## src/rtl/core/bpu_pkg.sv

```systemverilog
// bpu_pkg: shared types and constants for the bmp pixel unpacker
// holds mode codes, register indexes and the job record passed front to back
// no dependencies
`timescale 1ns / 1ps
`default_nettype none

package bpu_pkg;

	localparam int MAX_DIMENSION_DEF = 4096;
	localparam int PALETTE_DEPTH     = 256;
	localparam int QUEUE_DEPTH       = 4;
	localparam int ADDR_W            = 24;
	localparam int CFG_W             = 13;
	localparam int CFG_IDX_W         = 3;
	localparam int PAL_IDX_W         = 8;
	localparam int COLOR_W           = 24;
	localparam int CNT9_W            = 9;

	// register indexes on the configuration port
	localparam logic [CFG_IDX_W-1:0] REG_PIXEL_MODE    = 3'd0;
	localparam logic [CFG_IDX_W-1:0] REG_IMAGE_WIDTH   = 3'd1;
	localparam logic [CFG_IDX_W-1:0] REG_IMAGE_HEIGHT  = 3'd2;
	localparam logic [CFG_IDX_W-1:0] REG_HALF_HEIGHT   = 3'd3;
	localparam logic [CFG_IDX_W-1:0] REG_PALETTE_COUNT = 3'd4;

	localparam logic [7:0] ALPHA_OPAQUE = 8'hFF;

	typedef enum logic [1:0] {
		MODE_PAL  = 2'd0,
		MODE_BGR  = 2'd1,
		MODE_BGRA = 2'd2,
		MODE_OFF  = 2'd3
	} pix_mode_t;

	typedef enum logic {
		KIND_PALETTE = 1'b0,
		KIND_PIXEL   = 1'b1
	} kind_t;

	typedef enum logic {
		OP_PAL_WRITE = 1'b0,
		OP_PIXEL     = 1'b1
	} op_t;

	// one queued job: palette write, or a finished pixel
	typedef struct packed {
		op_t                  op;
		logic                 use_pal;
		logic [PAL_IDX_W-1:0] index;
		logic [COLOR_W-1:0]   color;
		logic [7:0]           alpha;
		logic                 last;
	} job_t;

endpackage

`default_nettype wire

```

## src/rtl/core/bpu_queue.sv

```systemverilog
// bpu_queue: small fifo between the front and back parts
// depends on bpu_pkg for its default depth
`timescale 1ns / 1ps
`default_nettype none

module bpu_queue
	import bpu_pkg::*;
#(
	parameter int W     = 8,
	parameter int DEPTH = QUEUE_DEPTH
) (
	input  wire logic         clk,
	input  wire logic         arst_n,
	input  wire logic         push,
	input  wire logic [W-1:0] push_data,
	output logic              full,
	input  wire logic         pop,
	output logic [W-1:0]      pop_data,
	output logic              not_empty
);

	localparam int PTR_W = $clog2(DEPTH);
	localparam int CNT_W = $clog2(DEPTH + 1);

	logic [W-1:0]     mem_q [DEPTH];
	logic [PTR_W-1:0] wr_ptr_q;
	logic [PTR_W-1:0] rd_ptr_q;
	logic [CNT_W-1:0] count_q;

	assign full      = (count_q == CNT_W'(DEPTH));
	assign not_empty = (count_q != '0);
	assign pop_data  = mem_q[rd_ptr_q];

	always_ff @(posedge clk or negedge arst_n) begin
		if (!arst_n) begin
			wr_ptr_q <= '0;
			rd_ptr_q <= '0;
			count_q  <= '0;
		end else begin
			if (push)
				wr_ptr_q <= wr_ptr_q + PTR_W'(1);
			if (pop)
				rd_ptr_q <= rd_ptr_q + PTR_W'(1);
			if (push && !pop)
				count_q <= count_q + CNT_W'(1);
			else if (pop && !push)
				count_q <= count_q - CNT_W'(1);
		end
	end

	always_ff @(posedge clk) begin
		if (push)
			mem_q[wr_ptr_q] <= push_data;
	end

endmodule

`default_nettype wire

```

## config.mk

```make
export PLATFORM = sky130hd
export DESIGN_NAME = bpu_queue
export DESIGN_NICKNAME = d
export VERILOG_FILES = /design/src/rtl/core/bpu_pkg.sv /design/src/rtl/core/bpu_queue.sv
export SDC_FILE = /design/constraint.sdc
export NUM_CORES = 1
export LEC_CHECK = 0
export BUFFER_PORTS_ARGS = -buffer_cell sky130_fd_sc_hd__buf_2
export CORE_MARGIN = 1.5
export CORE_UTILIZATION = 52
export CTS_BUF_LIST = sky130_fd_sc_hd__clkbuf_8
export DETAILED_ROUTE_END_ITERATION = 6
export PLACE_DENSITY_LB_ADDON = 0.3
export SYNTH_ARGS = -nofsm -noshare
export SYNTH_HDL_FRONTEND = slang
export SYNTH_SLANG_ARGS = --single-unit
```

## constraint.sdc

```tcl
create_clock -name clk -period 1.3 [get_ports clk]
set_input_delay 0.065 -clock clk [delete_from_list [all_inputs] [get_ports clk]]
set_output_delay 0.065 -clock clk [all_outputs]
set_load 0.05 [all_outputs]
```

### Yosys cells after proc, flatten, opt, wreduce, memory -nomap -nowiden

Memory sizes are Yosys's and may differ from the RTL's.
Cells that the tools add are included.

| cells by class | value |
|---|---|
| reduce and logical (&&, ||, !) cells | 6 |
| multiplexer cells | 4 |
| add/subtract/negate cells | 4 |
| equal/unequal tests | 1 |

Operators with widths:

| kind | number |
|---|---|
| 3-bit 2-to-1 mux | 2 |
| 2-bit by 1-bit adder with 2-bit output (second input constant) | 2 |
| 3-bit by 1-bit adder with 3-bit output (second input constant) | 1 |
| 3-bit == test (second input constant) | 1 |
| 3-bit nonzero test | 1 |
| 3-bit by 1-bit subtractor with 3-bit output (second input constant) | 1 |
| 1-bit logical AND | 2 |
| 1-bit logical NOT | 2 |
| 1-bit 2-to-1 mux | 2 |
| 2-bit nonzero test | 1 |

| word-level totals | value |
|---|---|
| output and inout bits | 10 |
| logic and storage cells | 19 |
| memories kept | 1 |
| bits in writable memories | 32 |
| bits in registers | 7 |

Memory list:

| name | words | width | rd ports | clocked after Yosys merged registers in | wr ports | line | source |
|---|---|---|---|---|---|---|---|
| mem_q | 4 | 8 | 1 | 0 | 1 | bpu_queue.sv:25 | `logic [W-1:0] mem_q [DEPTH];` |

### Depth between registers and ports, before layout

| logic depth | value |
|---|---|
| depth after elaboration | 4 |
| depth in mapped cells | 7 |
| gate-level depth less buffers | 7 |

### Worst setup path before layout

No wires, ideal clock.

| path | value |
|---|---|
| kind | register to output |
| from | register count_q[0] |
| to | output port full |
| slack | -359 ps |
| stages on the path, launching flop included | 2 |
| arrival time | 1594 ps |
| buffers on the path | 0 |
| path through | dfrtp_1 nor3b_1 |

| between the ends | value |
|---|---|
| longest elaborated chain between the ends | 1 |

Ends and longest elaborated chain:

| element | line | source |
|---|---|---|
| from (decl) | bpu_queue.sv:28 | `logic [CNT_W-1:0] count_q;` |
| from (signal assigned) | bpu_queue.sv:45 | `count_q <= count_q + CNT_W'(1);` |
| from (signal assigned) | bpu_queue.sv:47 | `count_q <= count_q - CNT_W'(1);` |
| 3-bit == test | bpu_queue.sv:30 | `assign full = (count_q == CNT_W'(DEPTH));` |
| to (decl) | bpu_queue.sv:16 | `output logic full,` |

Every way passes these cells.

### Final worst setup path

| path | value |
|---|---|
| from | register rd_ptr_q[0] |
| to | output port pop_data[4] |

| between the ends | value |
|---|---|
| longest elaborated chain between the ends | 1 |

Ends and longest elaborated chain:

| element | line | source |
|---|---|---|
| from (decl) | bpu_queue.sv:27 | `logic [PTR_W-1:0] rd_ptr_q;` |
| from (signal assigned) | bpu_queue.sv:43 | `rd_ptr_q <= rd_ptr_q + PTR_W'(1);` |
| memory 4 x 8 bit | - |  |
| to (decl) | bpu_queue.sv:18 | `output logic [W-1:0] pop_data,` |

Every way passes these cells.

==> run summary <==
Status: finished, violations left
Violations in the final reports: setup timing
Gr usage total: 18.7%
Net switching power: 1.87 mW
Clk sinks: 39
Largest family of logic cells by synthesized area: multiplexers
Most frequent cell after synthesis: edfxtp_1
Synth cell types: 17
Crit start category: flip-flop
H-tree levels: 2
Via count: 846
Final cell count without fillers: 165
Largest net degree at the start of global routing: 12
Leakage: 0.855 nW
R2r worst-path depth: 5
# nets final: 151
Synth Flop Type: edfxtp_1
Post-synthesis sequential area ratio: 73.3%
Synth Cell Area: 1550 µm²
Post-Synth Simple-Gate Area: 3.23%
Routed wire length: 2.71 mm
Xor and xnor area share after synthesis: 3.39%
Core Rows: 19
# DRC: 0
Die Width: 57.6 µm
Peak fanout along the critical path: 3
Max frequency: 0.638 GHz
Die area: 3320 µm²
Clock slew seen by the registers of the worst setup and hold paths: 70 ps
Port buffer count: 21
Routed vias/inst: 5.13
Final min period: 1570 ps
Register-to-Register Setup Slack: -140 ps
N_diodes: 0
Top post-synthesis cells by count: 32 x edfxtp_1, 8 x mux4_2, 7 x dfrtp_1, 5 x ha_1
Post-Place Cells: 141
Worst Clk Skew: 6.84 ps
Dpl ws: 0.515 ps
CP endpoint kind: primary output
Yosys reg bits: 39
Initial antenna violation count: 0
Post-synth top area share: 62.0%
Cts bufs inserted: 5
Total gr overflow: 0
Reg2reg start: count_q[1]$_DFFE_PN0P_
Post-synth EDFFs: 32
P per Cell Area: 2420 nW/µm²
Worst Setup Path Type: reg -> out
Detail Placement HPWL: 1.84 mm
Yosys top cell by area: edfxtp_1
Hold Crit Start: pop
Layout cells sized above 1: 47.0%
Wire per inst: 16.4 µm
First-pass GRT wire length: 4.28 mm
Core area: 2780 µm²
Final hold vios: 0
CTS tree: yes
Worst Hold Depth: 3
Synth Net Count: 94
Final ANT Viol Nets: 0
Post-Syn Instances: 76
Fin. max-slew vios: 0
RSZ-0062 raised after global routing: true
Final Setup Violations: 12
Worst hold path class: in -> reg
Internal power: 3.27 mW
Slew @ Worst Pin: 404 ps
Comb pwr share: 49.5%
Mux contribution to synthesized area: 12.4%
CTS root buffer: clkbuf_8
Clock power share: 14.4%
Complex-gate fraction of the synthesized area: 0.323%
Worst-Skew Late Latency: 280 ps
Drt initial violations: 41
Max_cap viols: 0
Crit path DAT: 1500 ps
Drt first pass iters: 4
Chip height: 57.6 µm
Sequential cell fraction of total power: 36.1%
CP required: 1240 ps
Final worst slack: -267 ps
Synthesis-to-finish area growth: 37.2%
I/O pin count: 22
Worst vdd ir: 1.92 mV
Main area contributors after synthesis: edfxtp_1 62%, mux4_2 12%, dfrtp_1 11%
Final period utilization: 121%
Adder-Cell Fraction of Synth Area: 5.33%
Slew headroom: 73.1%
Syn Area/Cell: 20.4 µm²
Hold Path End: rd_ptr_q[0]$_DFFE_PN0P_
CTS Buffer Depth: 2
Setup tns final: -2350 ps
Asr flop ratio synth: 17.9%
Initial Util: 55.7%
Switching part of the total power: 36.4%
GPL Wtd Cong: 0.717
R2R Path End: count_q[2]$_DFFE_PN0P_
Syn. warnings: 0
Vias in the first global route: 912
registers in the layout, indices dropped and copies added (netlist names):
register / count
mem_q: 32
count_q: 3
rd_ptr_q: 2
wr_ptr_q: 2
cells by family after synthesis:
family	after synthesis
AO/OA/AOI/OAI	1
multiplexers	9
adder cells (fa/ha/maj)	6
buffers and inverters	6
flip-flops	39
XOR/XNOR	6
AND/OR/NAND/NOR	9
worst max-delay path: stages (launching register included):
cell,delay (ps)
dfrtp_1,380
buf_4,140
mux4_2,520
buf_6,180
worst max-delay path by stage:
stage | start | end
floorplan | count_q[0]$_DFFE_PN0P_ | count_q[2]$_DFFE_PN0P_
global placement | rd_ptr_q[0]$_DFFE_PN0P_ | pop_data[7]
detailed placement | pop | count_q[2]$_DFFE_PN0P_
CTS | rd_ptr_q[0]$_DFFE_PN0P_ | pop_data[3]
global route | rd_ptr_q[0]$_DFFE_PN0P_ | pop_data[4]
finish | rd_ptr_q[0]$_DFFE_PN0P_ | pop_data[4]
stage by stage:
step	utilization, %	total power, mW	hold slack (ps)	instance area [µm²]
floorplan	-	3.27	-231	1560
CTS	74.1	4.95	69.0	2060
detailed placement	64.6	3.82	-87.6	1800
global route	76.4	5.39	78.5	2120
finish	76.4	5.14	78.8	2120
global placement	64.6	3.75	-87.7	1800
area by class of cell:
class,instances,area [µm²]
clock buffers,5,68.8
clock inverters,3,12.5
fillers,158,657
inverters,4,15.0
multi-input cells,31,397
flip-flops and latches,39,1140
well taps,31,38.8
repair buffers,52,457
layout by cell type, fill, tap and decap left out, drive strengths merged:
| cell | n |
|---|---|
| clkinv | 1 |
| o21ai | 1 |
| mux4 | 8 |
| clkbuf | 5 |
| dfrtp | 7 |
| and2 | 4 |
| edfxtp | 32 |
| dlygate4sd3 | 9 |
| nor2 | 1 |
| fa | 1 |
| xor2 | 4 |
| buf | 43 |
| ha | 5 |
| inv | 6 |
| mux2 | 1 |
| nor3b | 1 |
| nand2 | 2 |
| xnor2 | 2 |
| or3 | 1 |
power by group through the flow:
| stage | registers [mW] | logic (mW) | clock network (mW) |
|---|---|---|---|
| floorplan | 1.81 | 1.46 | 0 |
| global placement | 1.87 | 1.88 | 0 |
| detailed placement | 1.89 | 1.93 | 0 |
| CTS | 1.85 | 2.34 | 0.762 |
| global route | 1.89 | 2.69 | 0.806 |
| finish | 1.86 | 2.54 | 0.739 |
repair_timing:
action,CTS,global route
pin swaps,0,6
resized for setup,22,10
endpoints found under the setup margin,10,28
hold endpoints to repair,39,0
hold buffers,9,0
setup buffers,3,4
metal layers:
layer	wire (µm)	vias up	global-route usage [%]
met1	1160	413	23.3
met2	1370	22	28.7
met4	85	0	12.3
li1	-	402	-
met5	0	-	0
met3	94	9	4.99
Power figures use the tool's default switching activity.
