### src/rtl/core/bpu_pkg.sv
// bpu_pkg: shared types and constants for the bmp pixel unpacker
// holds mode codes, register indexes and the job record passed front to back
// no dependencies
`timescale 1ns / 1ps
`default_nettype none

package bpu_pkg;

	localparam int MAX_DIMENSION_DEF = 4096;
	localparam int PALETTE_DEPTH     = 256;
	localparam int QUEUE_DEPTH       = 4;
	localparam int ADDR_W            = 24;
	localparam int CFG_W             = 13;
	localparam int CFG_IDX_W         = 3;
	localparam int PAL_IDX_W         = 8;
	localparam int COLOR_W           = 24;
	localparam int CNT9_W            = 9;

	// register indexes on the configuration port
	localparam logic [CFG_IDX_W-1:0] REG_PIXEL_MODE    = 3'd0;
	localparam logic [CFG_IDX_W-1:0] REG_IMAGE_WIDTH   = 3'd1;
	localparam logic [CFG_IDX_W-1:0] REG_IMAGE_HEIGHT  = 3'd2;
	localparam logic [CFG_IDX_W-1:0] REG_HALF_HEIGHT   = 3'd3;
	localparam logic [CFG_IDX_W-1:0] REG_PALETTE_COUNT = 3'd4;

	localparam logic [7:0] ALPHA_OPAQUE = 8'hFF;

	typedef enum logic [1:0] {
		MODE_PAL  = 2'd0,
		MODE_BGR  = 2'd1,
		MODE_BGRA = 2'd2,
		MODE_OFF  = 2'd3
	} pix_mode_t;

	typedef enum logic {
		KIND_PALETTE = 1'b0,
		KIND_PIXEL   = 1'b1
	} kind_t;

	typedef enum logic {
		OP_PAL_WRITE = 1'b0,
		OP_PIXEL     = 1'b1
	} op_t;

	// one queued job: palette write, or a finished pixel
	typedef struct packed {
		op_t                  op;
		logic                 use_pal;
		logic [PAL_IDX_W-1:0] index;
		logic [COLOR_W-1:0]   color;
		logic [7:0]           alpha;
		logic                 last;
	} job_t;

endpackage

`default_nettype wire

### src/rtl/core/bpu_front.sv
// bpu_front: configuration registers, byte classification and pixel counters
// depends on bpu_pkg; feeds jobs into bpu_queue
`timescale 1ns / 1ps
`default_nettype none

module bpu_front
	import bpu_pkg::*;
#(
	parameter int MAX_DIMENSION = MAX_DIMENSION_DEF,
	parameter int DIM_W         = $clog2(MAX_DIMENSION + 1),
	parameter int CNT_W         = $clog2(MAX_DIMENSION)
) (
	input  wire logic                 clk,
	input  wire logic                 arst_n,
	input  wire logic                 cfg_we,
	input  wire logic [CFG_IDX_W-1:0] cfg_index,
	input  wire logic [CFG_W-1:0]     cfg_data,
	input  wire logic                 in_valid,
	output logic                      in_ready,
	input  wire logic                 kind,
	input  wire logic [7:0]           palette_index,
	input  wire logic [7:0]           entry_blue,
	input  wire logic [7:0]           entry_green,
	input  wire logic [7:0]           entry_red,
	input  wire logic [7:0]           data_byte,
	input  wire logic                 q_full,
	output logic                      push,
	output job_t                      push_job,
	output logic [CNT_W-1:0]          push_row,
	output logic [CNT_W-1:0]          push_col,
	output logic [DIM_W-1:0]          width_eff
);

	pix_mode_t          mode_q;
	logic [CFG_W-1:0]   width_q;
	logic [CFG_W-1:0]   height_q;
	logic               half_q;
	logic [CNT9_W-1:0]  pcount_q;

	logic [1:0]         bip_q, bip_d;
	logic [CNT_W-1:0]   col_q, col_d;
	logic [CNT_W-1:0]   row_q, row_d;
	logic [1:0]         pad_q, pad_d;
	logic [COLOR_W-1:0] part_q, part_d;
	logic               done_q, done_d;

	logic               accept;
	logic               cfg_hit;
	logic               emit;
	logic               row_step;
	logic [1:0]         pad_new;
	logic [CFG_W-1:0]   height_sel;
	logic [DIM_W-1:0]   rows_eff;
	logic [CNT_W-1:0]   width_m1;
	logic [CNT_W-1:0]   rows_m1;
	logic [CNT9_W-1:0]  pal_count;

	assign in_ready = !q_full;
	assign accept   = in_valid && in_ready;

	// clamp the geometry registers into the counter range
	always_comb begin
		if (width_q == '0)
			width_eff = DIM_W'(1);
		else if (32'(width_q) > 32'(MAX_DIMENSION))
			width_eff = DIM_W'(MAX_DIMENSION);
		else
			width_eff = DIM_W'(width_q);
		height_sel = half_q ? (height_q >> 1) : height_q;
		if (32'(height_sel) > 32'(MAX_DIMENSION))
			rows_eff = DIM_W'(MAX_DIMENSION);
		else
			rows_eff = DIM_W'(height_sel);
		width_m1  = CNT_W'(width_eff - DIM_W'(1));
		rows_m1   = CNT_W'(rows_eff - DIM_W'(1));
		pal_count = (pcount_q == '0 || pcount_q > CNT9_W'(PALETTE_DEPTH))
			? CNT9_W'(PALETTE_DEPTH) : pcount_q;
	end

	always_comb begin
		unique case (cfg_index)
			REG_PIXEL_MODE, REG_IMAGE_WIDTH, REG_IMAGE_HEIGHT,
			REG_HALF_HEIGHT, REG_PALETTE_COUNT: cfg_hit = 1'b1;
			default: cfg_hit = 1'b0;
		endcase
	end

	// per byte counter update
	always_comb begin
		bip_d    = bip_q;
		col_d    = col_q;
		row_d    = row_q;
		pad_d    = pad_q;
		part_d   = part_q;
		done_d   = done_q;
		emit     = 1'b0;
		row_step = 1'b0;
		pad_new  = 2'd0;

		push_job.op      = OP_PIXEL;
		push_job.use_pal = 1'b0;
		push_job.index   = data_byte;
		push_job.color   = '0;
		push_job.alpha   = ALPHA_OPAQUE;
		push_job.last    = (row_q == rows_m1) && (col_q == width_m1);

		if (accept && kind == KIND_PALETTE) begin
			push_job.op    = OP_PAL_WRITE;
			push_job.index = palette_index;
			push_job.color = {entry_red, entry_green, entry_blue};
		end else if (accept && !done_q && mode_q != MODE_OFF && rows_eff != '0) begin
			if (pad_q != 2'd0) begin
				pad_d    = pad_q - 2'd1;
				row_step = (pad_q == 2'd1);
			end else begin
				unique case (mode_q)
					MODE_PAL: begin
						emit             = 1'b1;
						push_job.use_pal = ({1'b0, data_byte} < pal_count);
					end
					MODE_BGR: begin
						if (bip_q < 2'd2) begin
							part_d = part_q | (COLOR_W'(data_byte) << {bip_q, 3'b000});
							bip_d  = bip_q + 2'd1;
						end else begin
							emit           = 1'b1;
							push_job.color = {data_byte, part_q[15:0]};
							bip_d          = 2'd0;
							part_d         = '0;
						end
					end
					MODE_BGRA: begin
						if (bip_q < 2'd3) begin
							part_d = part_q | (COLOR_W'(data_byte) << {bip_q, 3'b000});
							bip_d  = bip_q + 2'd1;
						end else begin
							emit           = 1'b1;
							push_job.color = part_q;
							push_job.alpha = data_byte;
							bip_d          = 2'd0;
							part_d         = '0;
						end
					end
					MODE_OFF: begin
					end
				endcase
			end
			if (emit) begin
				if (col_q == width_m1) begin
					col_d = '0;
					// rows align to 4 bytes
					if (mode_q == MODE_PAL)
						pad_new = 2'd0 - width_eff[1:0];
					else if (mode_q == MODE_BGR)
						pad_new = width_eff[1:0];
					else
						pad_new = 2'd0;
					pad_d    = pad_new;
					row_step = (pad_new == 2'd0);
				end else begin
					col_d = col_q + CNT_W'(1);
				end
			end
		end

		if (row_step) begin
			if (row_q == rows_m1) begin
				row_d  = '0;
				done_d = 1'b1;
			end else begin
				row_d = row_q + CNT_W'(1);
			end
		end
	end

	assign push     = accept && (kind == KIND_PALETTE || emit);
	assign push_row = rows_m1 - row_q;
	assign push_col = col_q;

	always_ff @(posedge clk or negedge arst_n) begin
		if (!arst_n) begin
			mode_q   <= MODE_PAL;
			width_q  <= CFG_W'(1);
			height_q <= CFG_W'(1);
			half_q   <= 1'b0;
			pcount_q <= '0;
			bip_q    <= '0;
			col_q    <= '0;
			row_q    <= '0;
			pad_q    <= '0;
			part_q   <= '0;
			done_q   <= 1'b0;
		end else if (cfg_we && cfg_hit) begin
			unique case (cfg_index)
				REG_PIXEL_MODE:    mode_q   <= pix_mode_t'(cfg_data[1:0]);
				REG_IMAGE_WIDTH:   width_q  <= cfg_data;
				REG_IMAGE_HEIGHT:  height_q <= cfg_data;
				REG_HALF_HEIGHT:   half_q   <= cfg_data[0];
				REG_PALETTE_COUNT: pcount_q <= cfg_data[CNT9_W-1:0];
				default: begin
				end
			endcase
			bip_q  <= '0;
			col_q  <= '0;
			row_q  <= '0;
			pad_q  <= '0;
			part_q <= '0;
			done_q <= 1'b0;
		end else begin
			bip_q  <= bip_d;
			col_q  <= col_d;
			row_q  <= row_d;
			pad_q  <= pad_d;
			part_q <= part_d;
			done_q <= done_d;
		end
	end

endmodule

`default_nettype wire

### config.mk
export PLATFORM = sky130hd
export DESIGN_NAME = bpu_front
export DESIGN_NICKNAME = d
export VERILOG_FILES = /design/src/rtl/core/bpu_pkg.sv /design/src/rtl/core/bpu_front.sv
export SDC_FILE = /design/constraint.sdc
export NUM_CORES = 1
export LEC_CHECK = 0
export BUFFER_PORTS_ARGS = -buffer_cell sky130_fd_sc_hd__buf_2
export CAP_MARGIN = 20
export CELL_PAD_IN_SITES_DETAIL_PLACEMENT = 0
export CELL_PAD_IN_SITES_GLOBAL_PLACEMENT = 1
export CORE_MARGIN = 1
export CORE_UTILIZATION = 42
export CTS_CLUSTER_SIZE = 8
export DETAILED_ROUTE_END_ITERATION = 10
export GPL_TIMING_DRIVEN = 0
export PLACE_DENSITY_LB_ADDON = 0.3
export SLEW_MARGIN = 20
export SYNTH_ARGS = -nofsm -noshare
export SYNTH_HDL_FRONTEND = slang
export SYNTH_SLANG_ARGS = --single-unit
### constraint.sdc
create_clock -name clk -period 4.8 [get_ports clk]
set_input_delay 0.48 -clock clk [delete_from_list [all_inputs] [get_ports clk]]
set_output_delay 0.48 -clock clk [all_outputs]
set_load 0.03 [all_outputs]
Yosys cells after proc, flatten, opt, wreduce, memory -nomap -nowiden
Index checks and enable logic that the tools add are counted.
{ "word_totals": {"register_bits": 91, "inputBits": 62, "output_inout_bits": 82, "wordCells": 144} }
{ "classes": {"add_sub_neg": 8, "order_cmp": 6, "eq_ne": 12, "n_shift": 1, "muxes": 70, "n_bitwise": 2, "n_reduce_logical": 34} }
{ "ops": {"columns": ["cell", "n"], "rows": [
  ["24-bit two-way mux", 8],
  ["12-bit two-way mux", 8],
  ["32-bit two-way mux", 3],
  ["24-bit case mux with 2 select lines", 2],
  ["13-bit two-way mux", 4],
  ["2-bit two-way mux", 18],
  ["13-bit > comparator (second input constant)", 2],
  ["12-bit by 1-bit adder with 12-bit output (second input constant)", 2],
  ["12-bit equality test", 2],
  ["8-bit two-way mux", 3],
  ["24-bit bitwise OR", 1],
  ["8-bit by 5-bit << shifter with 24-bit output", 1],
  ["12-bit by 1-bit subtractor with 12-bit output (second input constant)", 2],
  ["1-bit two-way mux", 21],
  ["2-bit AND reduction", 7],
  ["13-bit logical NOT", 1],
  ["13-bit nonzero test", 1],
  ["12-bit subtractor", 1],
  ["2-bit nonzero test", 5],
  ["9-bit > comparator (second input constant)", 1],
  ["9-bit logical NOT", 1],
  ["8-bit by 9-bit < comparator with 1-bit output", 1],
  ["9-bit two-way mux", 1],
  ["1-bit logical AND", 8],
  ["other kinds (22)", 29]
]} }

Depth between registers and ports, before layout
Gate-level depths: netlist (run 1).
{ "logic_depth": {"word_depth": 17, "depth_mapped": 19, "ltp_nobuf": 16} }

Least setup slack after synthesis (run 1)
Ideal clock, no wire load.
{ "synth_path": {"kind": "register to output", "start": "register height_q[9]", "end": "output push_job[0] in the netlist's numbering", "arrival_time_ns": 4.932, "required_time_ns": 4.320, "slack_ns": -0.612, "path_stages_with_launch": 16, "n_path_buf": 2, "cell_sequence": "dfrtp_1 > clkbuf_1 > o32ai_1 > a41oi_2 > clkbuf_1 > or2_2 > ha_1 > o21ai_0 > o211ai_1 > o21a_1 > o22ai_1 > ha_1 > nand4_1 > nor3_1 > nand2_1 > a2111oi_0"} }
{ "synth_lines": {"columns": ["item", "line", "text"], "rows": [
  ["from (decl)", "bpu_front.sv:36", "logic [CFG_W-1:0] height_q;"],
  ["from (signal assigned)", "bpu_front.sv:197", "REG_IMAGE_HEIGHT: height_q <= cfg_data;"],
  ["to (decl)", "bpu_front.sv:28", "output job_t push_job,"]
]} }

==> flow_summary.html, run 1 <==
<table>
<tr><th>Metric</th><th>Value</th></tr>
<tr><th colspan="2">Run status</th></tr>
<tr><td>Result of the run</td><td>finished, final reports clean</td></tr>
<tr><th colspan="2">Yosys</th></tr>
<tr><td>Number of synthesized flops with an enable pin</td><td>0</td></tr>
<tr><td>Flip-flop and latch count after synthesis</td><td>91</td></tr>
<tr><td>Post-synthesis cell type with the largest combined area</td><td>sky130_fd_sc_hd__dfrtp_1</td></tr>
<tr><td>Post-Synthesis Mean Instance Area</td><td>a little over 9 um^2</td></tr>
<tr><td>Netlist area before placement</td><td>between 6000 and 7000 um^2</td></tr>
<tr><td>Sequential area share after synthesis</td><td>33.34%</td></tr>
<tr><td>Distinct cell type count after synthesis</td><td>83</td></tr>
<tr><td>Leading post-synthesis cells by instance count</td><td>sky130_fd_sc_hd__dfrtp_1 (89), sky130_fd_sc_hd__nand2_1 (56), sky130_fd_sc_hd__nor2_1 (52), sky130_fd_sc_hd__a21oi_1 (42), sky130_fd_sc_hd__inv_1 (42)</td></tr>
<tr><td>Fraction of synthesized cell area taken by the top area cell type</td><td>32.57%</td></tr>
<tr><td>Library cell with the highest instance count after synthesis</td><td>sky130_fd_sc_hd__dfrtp_1</td></tr>
<tr><td>Cells after Synth</td><td>~750</td></tr>
<tr><td>Yosys warns</td><td>0</td></tr>
<tr><td>Leading post-synthesis cells by cell area</td><td>sky130_fd_sc_hd__dfrtp_1 (33%), sky130_fd_sc_hd__mux2_2 (6.4%), sky130_fd_sc_hd__ha_1 (5.7%)</td></tr>
<tr><td>Ys flop type</td><td>sky130_fd_sc_hd__dfrtp_1</td></tr>
<tr><td>Synthesized Nets</td><td>around 850</td></tr>
<tr><td>Asr flop ratio synth</td><td>100.0%</td></tr>
<tr><th colspan="2">Cells and area</th></tr>
<tr><td>Number of non-filler instances in the completed layout</td><td>1135</td></tr>
<tr><td>Nets@finish</td><td>roughly 1000</td></tr>
<tr><td>Layout overhead on the synthesized area</td><td>22.58%</td></tr>
<tr><td>Antenna cells</td><td>0</td></tr>
<tr><td>Fraction of final layout cells sized beyond drive strength 1</td><td>between 30% and 40%</td></tr>
<tr><td>Final design area excluding fillers</td><td>between 8000 and 9000 um^2</td></tr>
<tr><th colspan="2">Clocking</th></tr>
<tr><td>Root Driver</td><td>sky130_fd_sc_hd__clkbuf_16</td></tr>
<tr><td>Clock Pin Slew Worst Setup and Hold Paths</td><td>0.07 ns</td></tr>
<tr><td>TritonCTS clock tree</td><td>yes</td></tr>
<tr><td>Number of buffers on the longest clock path</td><td>2</td></tr>
<tr><td>Number of H-tree branching levels</td><td>3</td></tr>
<tr><td>CTS sink count</td><td>slightly above 90</td></tr>
<tr><td>TritonCTS Buffers</td><td>9</td></tr>
<tr><td>Latest clock arrival within the worst-skew pair</td><td>approximately 0.34 ns</td></tr>
<tr><th colspan="2">Setup path</th></tr>
<tr><td>Register-to-Register Setup Slack</td><td>roughly 0.56 ns</td></tr>
<tr><td>Endpoint type of the worst setup path</td><td>output port</td></tr>
<tr><td>Critical Path Fanout Max</td><td>10</td></tr>
<tr><td>Worst r2r path cells</td><td>19</td></tr>
<tr><td>Worst EP required</td><td>4.32 ns</td></tr>
<tr><td>Classification of the worst setup path</td><td>reg2out</td></tr>
<tr><td>Reg-to-Reg Start</td><td>half_q$_DFFE_PN0P_</td></tr>
<tr><td>Data arrival, critical path</td><td>approximately 4.2 ns</td></tr>
<tr><td>Setup crit start kind</td><td>register</td></tr>
<tr><td>Worst reg2reg path endpoint</td><td>row_q[6]$_DFFE_PN0P_</td></tr>
<tr><th colspan="2">Timing</th></tr>
<tr><td>Number of pins exceeding their max-slew limit in the final report</td><td>0</td></tr>
<tr><td>Final number of setup-violating endpoints</td><td>0</td></tr>
<tr><td>Hold violation count in the final report</td><td>0</td></tr>
<tr><td>Relative slew margins</td><td>a little over two fifths</td></tr>
<tr><td>Crit share post-route</td><td>between 90% and 100%</td></tr>
<tr><td>Maximum frequency from static timing analysis</td><td>around 0.21 GHz</td></tr>
<tr><td>Clock period minus final worst setup slack</td><td>roughly 4.7 ns</td></tr>
<tr><td>Slew at the pin closest to its max-slew limit</td><td>between 0.8 and 0.9 ns</td></tr>
<tr><td>RSZ-0062 raised after global routing</td><td>false</td></tr>
<tr><td>Clock skew after layout</td><td>between 0.008 and 0.009 ns</td></tr>
<tr><th colspan="2">Global route</th></tr>
<tr><td>Wire length of the first global-routing pass</td><td>between 30000 and 40000 um</td></tr>
<tr><td>Overall routing resource usage</td><td>23.68%</td></tr>
<tr><td>Vias in the first global route</td><td>5783</td></tr>
<tr><td>Pin count of the biggest net entering global routing</td><td>53</td></tr>
<tr><td>Remaining global-route overflow</td><td>0</td></tr>
<tr><td>Initial antenna violation count</td><td>0</td></tr>
<tr><th colspan="2">Floorplanning</th></tr>
<tr><td>Floorplan die height</td><td>129.6 um</td></tr>
<tr><td>Core area</td><td>roughly 16000 um^2</td></tr>
<tr><td>Site Rows</td><td>46</td></tr>
<tr><td>Die width</td><td>~130 um</td></tr>
<tr><td>DIE AREA</td><td>~17000 um^2</td></tr>
<tr><td>Total I/O pin count</td><td>about 140</td></tr>
<tr><td>Effective utilization at floorplan</td><td>a little over two fifths</td></tr>
<tr><th colspan="2">Route</th></tr>
<tr><td>Number of remaining DRC errors</td><td>0</td></tr>
<tr><td>Antenna Violating Nets Remaining</td><td>0</td></tr>
<tr><td>1st-iter DRT viols</td><td>372</td></tr>
<tr><td>Length of the first detailed-routing pass in iterations</td><td>5</td></tr>
<tr><td>Average wire per standard cell</td><td>about 17 um</td></tr>
<tr><td>Avg Vias per Cell</td><td>between 5 and 6</td></tr>
<tr><td>Total vias in the final route</td><td>6316</td></tr>
<tr><td>Total wirelength of the detailed-routed design</td><td>19710 um</td></tr>
<tr><th colspan="2">Place</th></tr>
<tr><td>Post-detail-place hpwl</td><td>14600 um</td></tr>
<tr><td>Buffers added on ports</td><td>roughly 140</td></tr>
<tr><td>Placed cell count</td><td>1112</td></tr>
<tr><td>Final RePlAce weighted congestion</td><td>slightly above 0.8</td></tr>
<tr><td>Post-Place Cell Area</td><td>7864 um^2</td></tr>
<tr><th colspan="2">Pwr</th></tr>
<tr><td>Maximum resistive drop on vdd</td><td>a little under 0.6 mV</td></tr>
<tr><td>Leakage power total</td><td>3.716 nW</td></tr>
<tr><td>Areal power density over the cells</td><td>about 480 nW/um^2</td></tr>
<tr><td>Total Power Consumption</td><td>4.023 mW</td></tr>
<tr><th colspan="2">Worst hold path</th></tr>
<tr><td>Kind of path behind the tightest hold check</td><td>in2async</td></tr>
<tr><th colspan="2">Flow run</th></tr>
<tr><td>Number of max-cap violations</td><td>0</td></tr>
</table>
## stage by stage
stage / hold slack [ns] / setup TNS [ns] / util [%] / worst slack (ns)
6_report: 0.02686 / 0 / 52.76 / 0.1365
3_3_place_gp: 0.4682 / -1.991 / 49.29 / -0.6718
2_1_floorplan: 0.1844 / 0 / - / 0.1635
5_1_grt: 0.06233 / 0 / 52.76 / 0.01371
3_5_place_dp: 0.4145 / -1.583 / 49.50 / -0.6429
4_1_cts: 0.04548 / -0.006138 / 52.17 / -0.006138
## report_power, final
| group | switching [mW] | internal (mW) |
|---|---|---|
| registers | 0.136 | 0.888 |
| logic | 1.39 | 0.870 |
| clock network | 0.316 | 0.423 |
| total | 1.84 | 2.18 |
## worst max-delay path by stage
stage | endpoint | startpoint
6_report | push_job[0] | half_q$_DFFE_PN0P_
5_1_grt | push_row[10] | half_q$_DFFE_PN0P_
2_1_floorplan | push_job[0] | height_q[9]$_DFFE_PN0P_
3_5_place_dp | push_job[0] | height_q[5]$_DFFE_PN0P_
4_1_cts | push_job[0] | height_q[2]$_DFFE_PN0P_
3_3_place_gp | push_job[0] | height_q[5]$_DFFE_PN0P_
## flip-flops by register name, indices dropped and copies added (netlist names)
signal	cells
bip_q	2
done_q	1
half_q	1
height_q	13
mode_q	2
pad_q	2
part_q	24
pcount_q	9
push_col	12
row_q	12
width_q	13
## final cells by class
type,instances,area [um^2]
tap,216,270.3
clock inverter,6,72.57
buffer,38,212.7
multi-input combinational,580,4333
clock buffer,10,239.0
timing repair buffer,152,817.0
fill,1555,7503
sequential,91,2280
inverter,42,157.7
## logic make-up (layout without fill, tap and decap cells)
logic type                 after synthesis  count (layout)  synth area share (%)
adders and majority gates               32              32                 5.965
and+or+nand+nor                        258             258                 20.77
AOI/OAI and AO/OA                      211             211                 22.67
muxes                                   47              47                 7.594
xor gates and xnor gates                32              32                 4.410
buffers and inverters                   81             248                 5.252
DFF                                     91              91                 33.34
## routing by layer
metal | up-vias | part of all wire [%] | track usage (%)
met5 | - | 0 | 0
met4 | 0 | 0.95 | 4.925
met3 | 15 | 4.3 | 2.931
met2 | 176 | 46 | 37.84
met1 | 3036 | 49 | 34.30
li1 | 3089 | - | -
## repair_timing
action                                  in CTS  in global routing
pin swaps                                    4                  8
endpoints found under the setup margin      16                  5
gates resized for setup                     17                 17
setup buffers                                4                  4
hold buffers                                 0                  0
cloned                                       0                  0
## critical path: stages, from the launching register on
cell	delay (ns)
sky130_fd_sc_hd__dfrtp_1	0.43
sky130_fd_sc_hd__buf_6	0.17
sky130_fd_sc_hd__a21o_1	0.17
sky130_fd_sc_hd__nor3_2	0.25
sky130_fd_sc_hd__a41oi_4	0.18
sky130_fd_sc_hd__buf_6	0.16
sky130_fd_sc_hd__or2_2	0.30
sky130_fd_sc_hd__ha_2	0.23
sky130_fd_sc_hd__o21ai_4	0.11
sky130_fd_sc_hd__o21ai_0	0.12
sky130_fd_sc_hd__o21a_1	0.19
sky130_fd_sc_hd__o22ai_2	0.22
sky130_fd_sc_hd__ha_4	0.17
sky130_fd_sc_hd__nand4_1	0.19
sky130_fd_sc_hd__nor3_4	0.31
sky130_fd_sc_hd__nand2_2	0.14
sky130_fd_sc_hd__a2111oi_4	0.26
sky130_fd_sc_hd__buf_4	0.22
## cells in the final DEF (no fill, tap or decap), types with 5 or more instances in the layout
master	instances
sky130_fd_sc_hd__and3_1	9
sky130_fd_sc_hd__a21o_1	8
sky130_fd_sc_hd__clkbuf_1	17
sky130_fd_sc_hd__nand3_1	27
sky130_fd_sc_hd__o22ai_1	13
sky130_fd_sc_hd__a221oi_1	6
sky130_fd_sc_hd__nor2b_1	19
sky130_fd_sc_hd__clkbuf_16	9
sky130_fd_sc_hd__a22o_1	32
sky130_fd_sc_hd__nor2_1	52
sky130_fd_sc_hd__mux2_2	39
sky130_fd_sc_hd__nand2_1	55
sky130_fd_sc_hd__xor2_1	11
sky130_fd_sc_hd__buf_4	13
sky130_fd_sc_hd__inv_1	42
sky130_fd_sc_hd__nand4_1	10
sky130_fd_sc_hd__nor4_1	5
sky130_fd_sc_hd__nor3_1	14
sky130_fd_sc_hd__dfrtp_1	89
sky130_fd_sc_hd__buf_2	150
sky130_fd_sc_hd__buf_6	7
sky130_fd_sc_hd__and2_1	6
sky130_fd_sc_hd__a22oi_1	9
sky130_fd_sc_hd__o21ai_1	5
sky130_fd_sc_hd__a211oi_1	9
sky130_fd_sc_hd__ha_1	29
sky130_fd_sc_hd__mux2i_1	8
sky130_fd_sc_hd__o21ai_0	32
sky130_fd_sc_hd__o21a_1	5
sky130_fd_sc_hd__xnor2_1	19
sky130_fd_sc_hd__nand2b_1	22
sky130_fd_sc_hd__a21oi_1	40
(Power assumes the default switching activity.)
==> run 2, diff against run 1 <==
--- a/config.mk
+++ b/config.mk
@@ -14,6 +14,7 @@
 export CTS_CLUSTER_SIZE = 8
 export DETAILED_ROUTE_END_ITERATION = 10
 export GPL_TIMING_DRIVEN = 0
+export MAX_ROUTING_LAYER = met4
 export PLACE_DENSITY_LB_ADDON = 0.3
 export SLEW_MARGIN = 20
 export SYNTH_ARGS = -nofsm -noshare
==> run 2 against run 1 <==
Register-to-register slack better by 0.02 ns. First-iteration DRC count down 6.2%. Clock power hardly changed. Cell area is the same. Clock-buffer cell count unchanged. Utilization is the same. Critical path type unchanged. Largest cell class unchanged.
==> flow_summary.html, run 2 (synthesis results as in run 1) <==
<table>
<tr><th>Metric</th><th>Value</th></tr>
<tr><th colspan="2">Global route</th></tr>
<tr><td>Initial antenna violation count</td><td>0</td></tr>
<tr><td>Wire length of the first global-routing pass</td><td>between 30000 and 40000 um</td></tr>
<tr><td>GR Layer Usage met1</td><td>34.35%</td></tr>
<tr><td>Vias in the first global route</td><td>5784</td></tr>
<tr><td>Remaining global-route overflow</td><td>0</td></tr>
<tr><td>Met3 routing resource usage after global routing</td><td>under 10%</td></tr>
<tr><td>Pin count of the biggest net entering global routing</td><td>between 50 and 60</td></tr>
<tr><td>M2 GR Usage</td><td>between 30% and 40%</td></tr>
<tr><td>Overall routing resource usage</td><td>around a quarter</td></tr>
<tr><td>Most crowded layer after global routing</td><td>met2</td></tr>
<tr><th colspan="2">Timing</th></tr>
<tr><td>Clock period minus final worst setup slack</td><td>roughly 4.6 ns</td></tr>
<tr><td>Clock skew after layout</td><td>roughly 0.01 ns</td></tr>
<tr><td>Relative slew margins</td><td>between 40 and 50%</td></tr>
<tr><td>Crit share post-route</td><td>~97%</td></tr>
<tr><td>Number of pins exceeding their max-slew limit in the final report</td><td>0</td></tr>
<tr><td>Hold violation count in the final report</td><td>0</td></tr>
<tr><td>Slew at the pin closest to its max-slew limit</td><td>between 0.8 and 0.9 ns</td></tr>
<tr><td>Hold Worst Slack</td><td>between 0.02 and 0.03 ns</td></tr>
<tr><td>RSZ-0062 raised after global routing</td><td>false</td></tr>
<tr><td>Final number of setup-violating endpoints</td><td>0</td></tr>
<tr><td>Maximum frequency from static timing analysis</td><td>0.2153 GHz</td></tr>
<tr><td>Minimum setup slack in the final design</td><td>~0.16 ns</td></tr>
<tr><th colspan="2">Route</th></tr>
<tr><td>Antenna Violating Nets Remaining</td><td>0</td></tr>
<tr><td>Total vias in the final route</td><td>~6300</td></tr>
<tr><td>Total wirelength of the detailed-routed design</td><td>19730 um</td></tr>
<tr><td>Length of the first detailed-routing pass in iterations</td><td>5</td></tr>
<tr><td>1st-iter DRT viols</td><td>between 300 and 400</td></tr>
<tr><td>Average wire per standard cell</td><td>between 15 and 20 um</td></tr>
<tr><td>Number of remaining DRC errors</td><td>0</td></tr>
<tr><td>Avg Vias per Cell</td><td>5.585</td></tr>
<tr><th colspan="2">Setup path</th></tr>
<tr><td>Setup crit start kind</td><td>register</td></tr>
<tr><td>Worst-path cell with the longest stage delay</td><td>sky130_fd_sc_hd__dfrtp_1</td></tr>
<tr><td>Peak per-stage delay on the critical path</td><td>between 0.4 and 0.5 ns</td></tr>
<tr><td>List of cells traversed by the critical path</td><td>buf_6, a21o_1, nor3_2, a41oi_4, buf_6, or2_2, ha_2, o21ai_4, o21ai_0, o21a_1, o22ai_2, ha_4, nand4_1, o22ai_1, nor2_1, o21bai_1, a21oi_2, xnor2_1, buf_4</td></tr>
<tr><td>Worst EP required</td><td>about 4.3 ns</td></tr>
<tr><td>Critical Path Fanout Max</td><td>10</td></tr>
<tr><td>Critical path buffers and inverters</td><td>3</td></tr>
<tr><td>Data arrival, critical path</td><td>between 4 and 5 ns</td></tr>
<tr><td>Classification of the worst setup path</td><td>reg2out</td></tr>
<tr><td>Cell type with the highest occurrence count on the critical path</td><td>sky130_fd_sc_hd__buf_6</td></tr>
<tr><td>Cell type group with the largest total delay on the critical path</td><td>compound AO/OA/AOI/OAI gates</td></tr>
<tr><td>Endpoint type of the worst setup path</td><td>output port</td></tr>
<tr><th colspan="2">Pwr</th></tr>
<tr><td>Internal power</td><td>2.181 mW</td></tr>
<tr><td>Areal power density over the cells</td><td>~480 nW/um^2</td></tr>
<tr><td>Leakage power total</td><td>about 3.7 nW</td></tr>
<tr><td>Maximum resistive drop on vdd</td><td>approximately 0.60 mV</td></tr>
<tr><td>Register share of total power</td><td>25.5%</td></tr>
<tr><td>Switching pwr</td><td>around 1.8 mW</td></tr>
<tr><td>Net switching share of the total power</td><td>a little under half</td></tr>
<tr><td>Clock power frac</td><td>~18%</td></tr>
<tr><td>Proportion of power drawn by combinational gates</td><td>a little under three fifths</td></tr>
<tr><th colspan="2">Place</th></tr>
<tr><td>Pre-CTS worst setup slack</td><td>-0.6429 ns</td></tr>
<tr><td>Buffers added on ports</td><td>between 100 and 150</td></tr>
<tr><td>Post-detail-place hpwl</td><td>between 10000 and 15000 um</td></tr>
<tr><td>Final RePlAce weighted congestion</td><td>0.8227</td></tr>
<tr><th colspan="2">Clocking</th></tr>
<tr><td>Hold bufs inserted after CTS</td><td>0</td></tr>
<tr><td>Number of H-tree branching levels</td><td>3</td></tr>
<tr><td>TritonCTS clock tree</td><td>yes</td></tr>
<tr><td>Clock Pin Slew Worst Setup and Hold Paths</td><td>approximately 0.07 ns</td></tr>
<tr><td>TritonCTS Buffers</td><td>9</td></tr>
<tr><td>Number of buffers on the longest clock path</td><td>2</td></tr>
<tr><td>Root Driver</td><td>sky130_fd_sc_hd__clkbuf_16</td></tr>
<tr><td>CTS sink count</td><td>91</td></tr>
<tr><td>Latest clock arrival within the worst-skew pair</td><td>roughly 0.34 ns</td></tr>
<tr><th colspan="2">Run status</th></tr>
<tr><td>Result of the run</td><td>finished, final reports clean</td></tr>
<tr><th colspan="2">Cells and area</th></tr>
<tr><td>Layout overhead on the synthesized area</td><td>22.58%</td></tr>
<tr><td>Antenna cells</td><td>0</td></tr>
<tr><td>Reg with most FFs</td><td>part_q</td></tr>
<tr><td>Most common cell after layout, fill and taps aside</td><td>sky130_fd_sc_hd__buf_2</td></tr>
<tr><td>Max reg flops</td><td>24</td></tr>
<tr><td>Layout filler cell count</td><td>between 1500 and 2000</td></tr>
<tr><td>Share of the core filled with cells</td><td>52.76%</td></tr>
<tr><td>Top library cells by usage in the layout, fill and taps aside</td><td>sky130_fd_sc_hd__buf_2 (150), sky130_fd_sc_hd__dfrtp_1 (89), sky130_fd_sc_hd__nand2_1 (55)</td></tr>
<tr><td>Biggest registers after layout</td><td>part_q: 24 flops, height_q: 13 flops, width_q: 13 flops</td></tr>
<tr><td>Nets@finish</td><td>approximately 1000</td></tr>
<tr><td>Fraction of final layout cells sized beyond drive strength 1</td><td>30.14%</td></tr>
<tr><th colspan="2">Floorplanning</th></tr>
<tr><td>Total I/O pin count</td><td>between 100 and 150</td></tr>
<tr><td>Floorplan die height</td><td>between 100 and 150 um</td></tr>
<tr><td>Site Rows</td><td>46</td></tr>
<tr><td>Core area</td><td>15890 um^2</td></tr>
<tr><td>DIE AREA</td><td>about 17000 um^2</td></tr>
<tr><td>Effective utilization at floorplan</td><td>between 40 and 50%</td></tr>
<tr><td>Die width</td><td>around 130 um</td></tr>
<tr><th colspan="2">Worst hold path</th></tr>
<tr><td>Kind of path behind the tightest hold check</td><td>in2async</td></tr>
<tr><th colspan="2">Flow run</th></tr>
<tr><td>Number of max-cap violations</td><td>0</td></tr>
</table>
## run 2: worst paths after layout
check	cells past startpoint	to	start	slack [ns]
max in group asynchronous	2	height_q[0]$_DFFE_PN1P_	arst_n	4.11
setup / recovery	19	push_row[10]	half_q$_DFFE_PN0P_	0.16
hold reg to reg	2	done_q$_DFFE_PN0P_	done_q$_DFFE_PN0P_	0.50
min in group clk	3	width_q[12]$_DFFE_PN0P_	cfg_data[12]	0.38
hold / removal	1	push_col[7]$_DFFE_PN0P_	arst_n	0.03
setup reg to reg	19	row_q[6]$_DFFE_PN0P_	half_q$_DFFE_PN0P_	0.58
## run 2: power by group through the flow
stage               clock (mW)  combinational, mW  sequential (mW)
global route             0.785               2.47             1.04
detailed placement           0               2.10             1.03
finish                   0.739               2.26             1.02
floorplan                    0               1.60            0.993
global placement             0               2.09             1.02
CTS                      0.750               2.16             1.02
## run 2: area by class of cell
type | count | area (um^2) | share of cell area, %
Buffer | 38 | 212.7 | 2.538
Clock buffer | 10 | 239.0 | 2.851
Clock inverter | 6 | 72.57 | 0.8658
Inverter | 42 | 157.7 | 1.881
Multi-Input combinational cell | 580 | 4333 | 51.69
Sequential cell | 91 | 2280 | 27.20
Tap cell | 216 | 270.3 | 3.224
Timing Repair Buffer | 152 | 817.0 | 9.748
## run 2: layer usage
metal	wire, um	part of all wire (%)
met1	9483	48
met2	9114	46
met3	937	4.8
met4	190	0.96
met5	0	0
## run 2: what timing repair did
action / CTS / global route
endpoints found under the setup margin: 16 / 5
setup buffers: 4 / 4
pin swaps: 4 / 8
resized for setup: 17 / 17
## run 2: per-stage QoR
| stage | std cells | cell area (um^2) | TNS (ns) | total power, mW |
|---|---|---|---|---|
| 6_report | 1135 | 8382 | 0 | 4.024 |
| 3_5_place_dp | 1112 | 7864 | -1.583 | 3.127 |
| 3_3_place_gp | 1111 | 7830 | -1.991 | 3.112 |
| 5_1_grt | 1135 | 8382 | 0 | 4.291 |
| 2_1_floorplan | 752 | 6844 | 0 | 2.598 |
| 4_1_cts | 1132 | 8288 | -0.006138 | 3.927 |
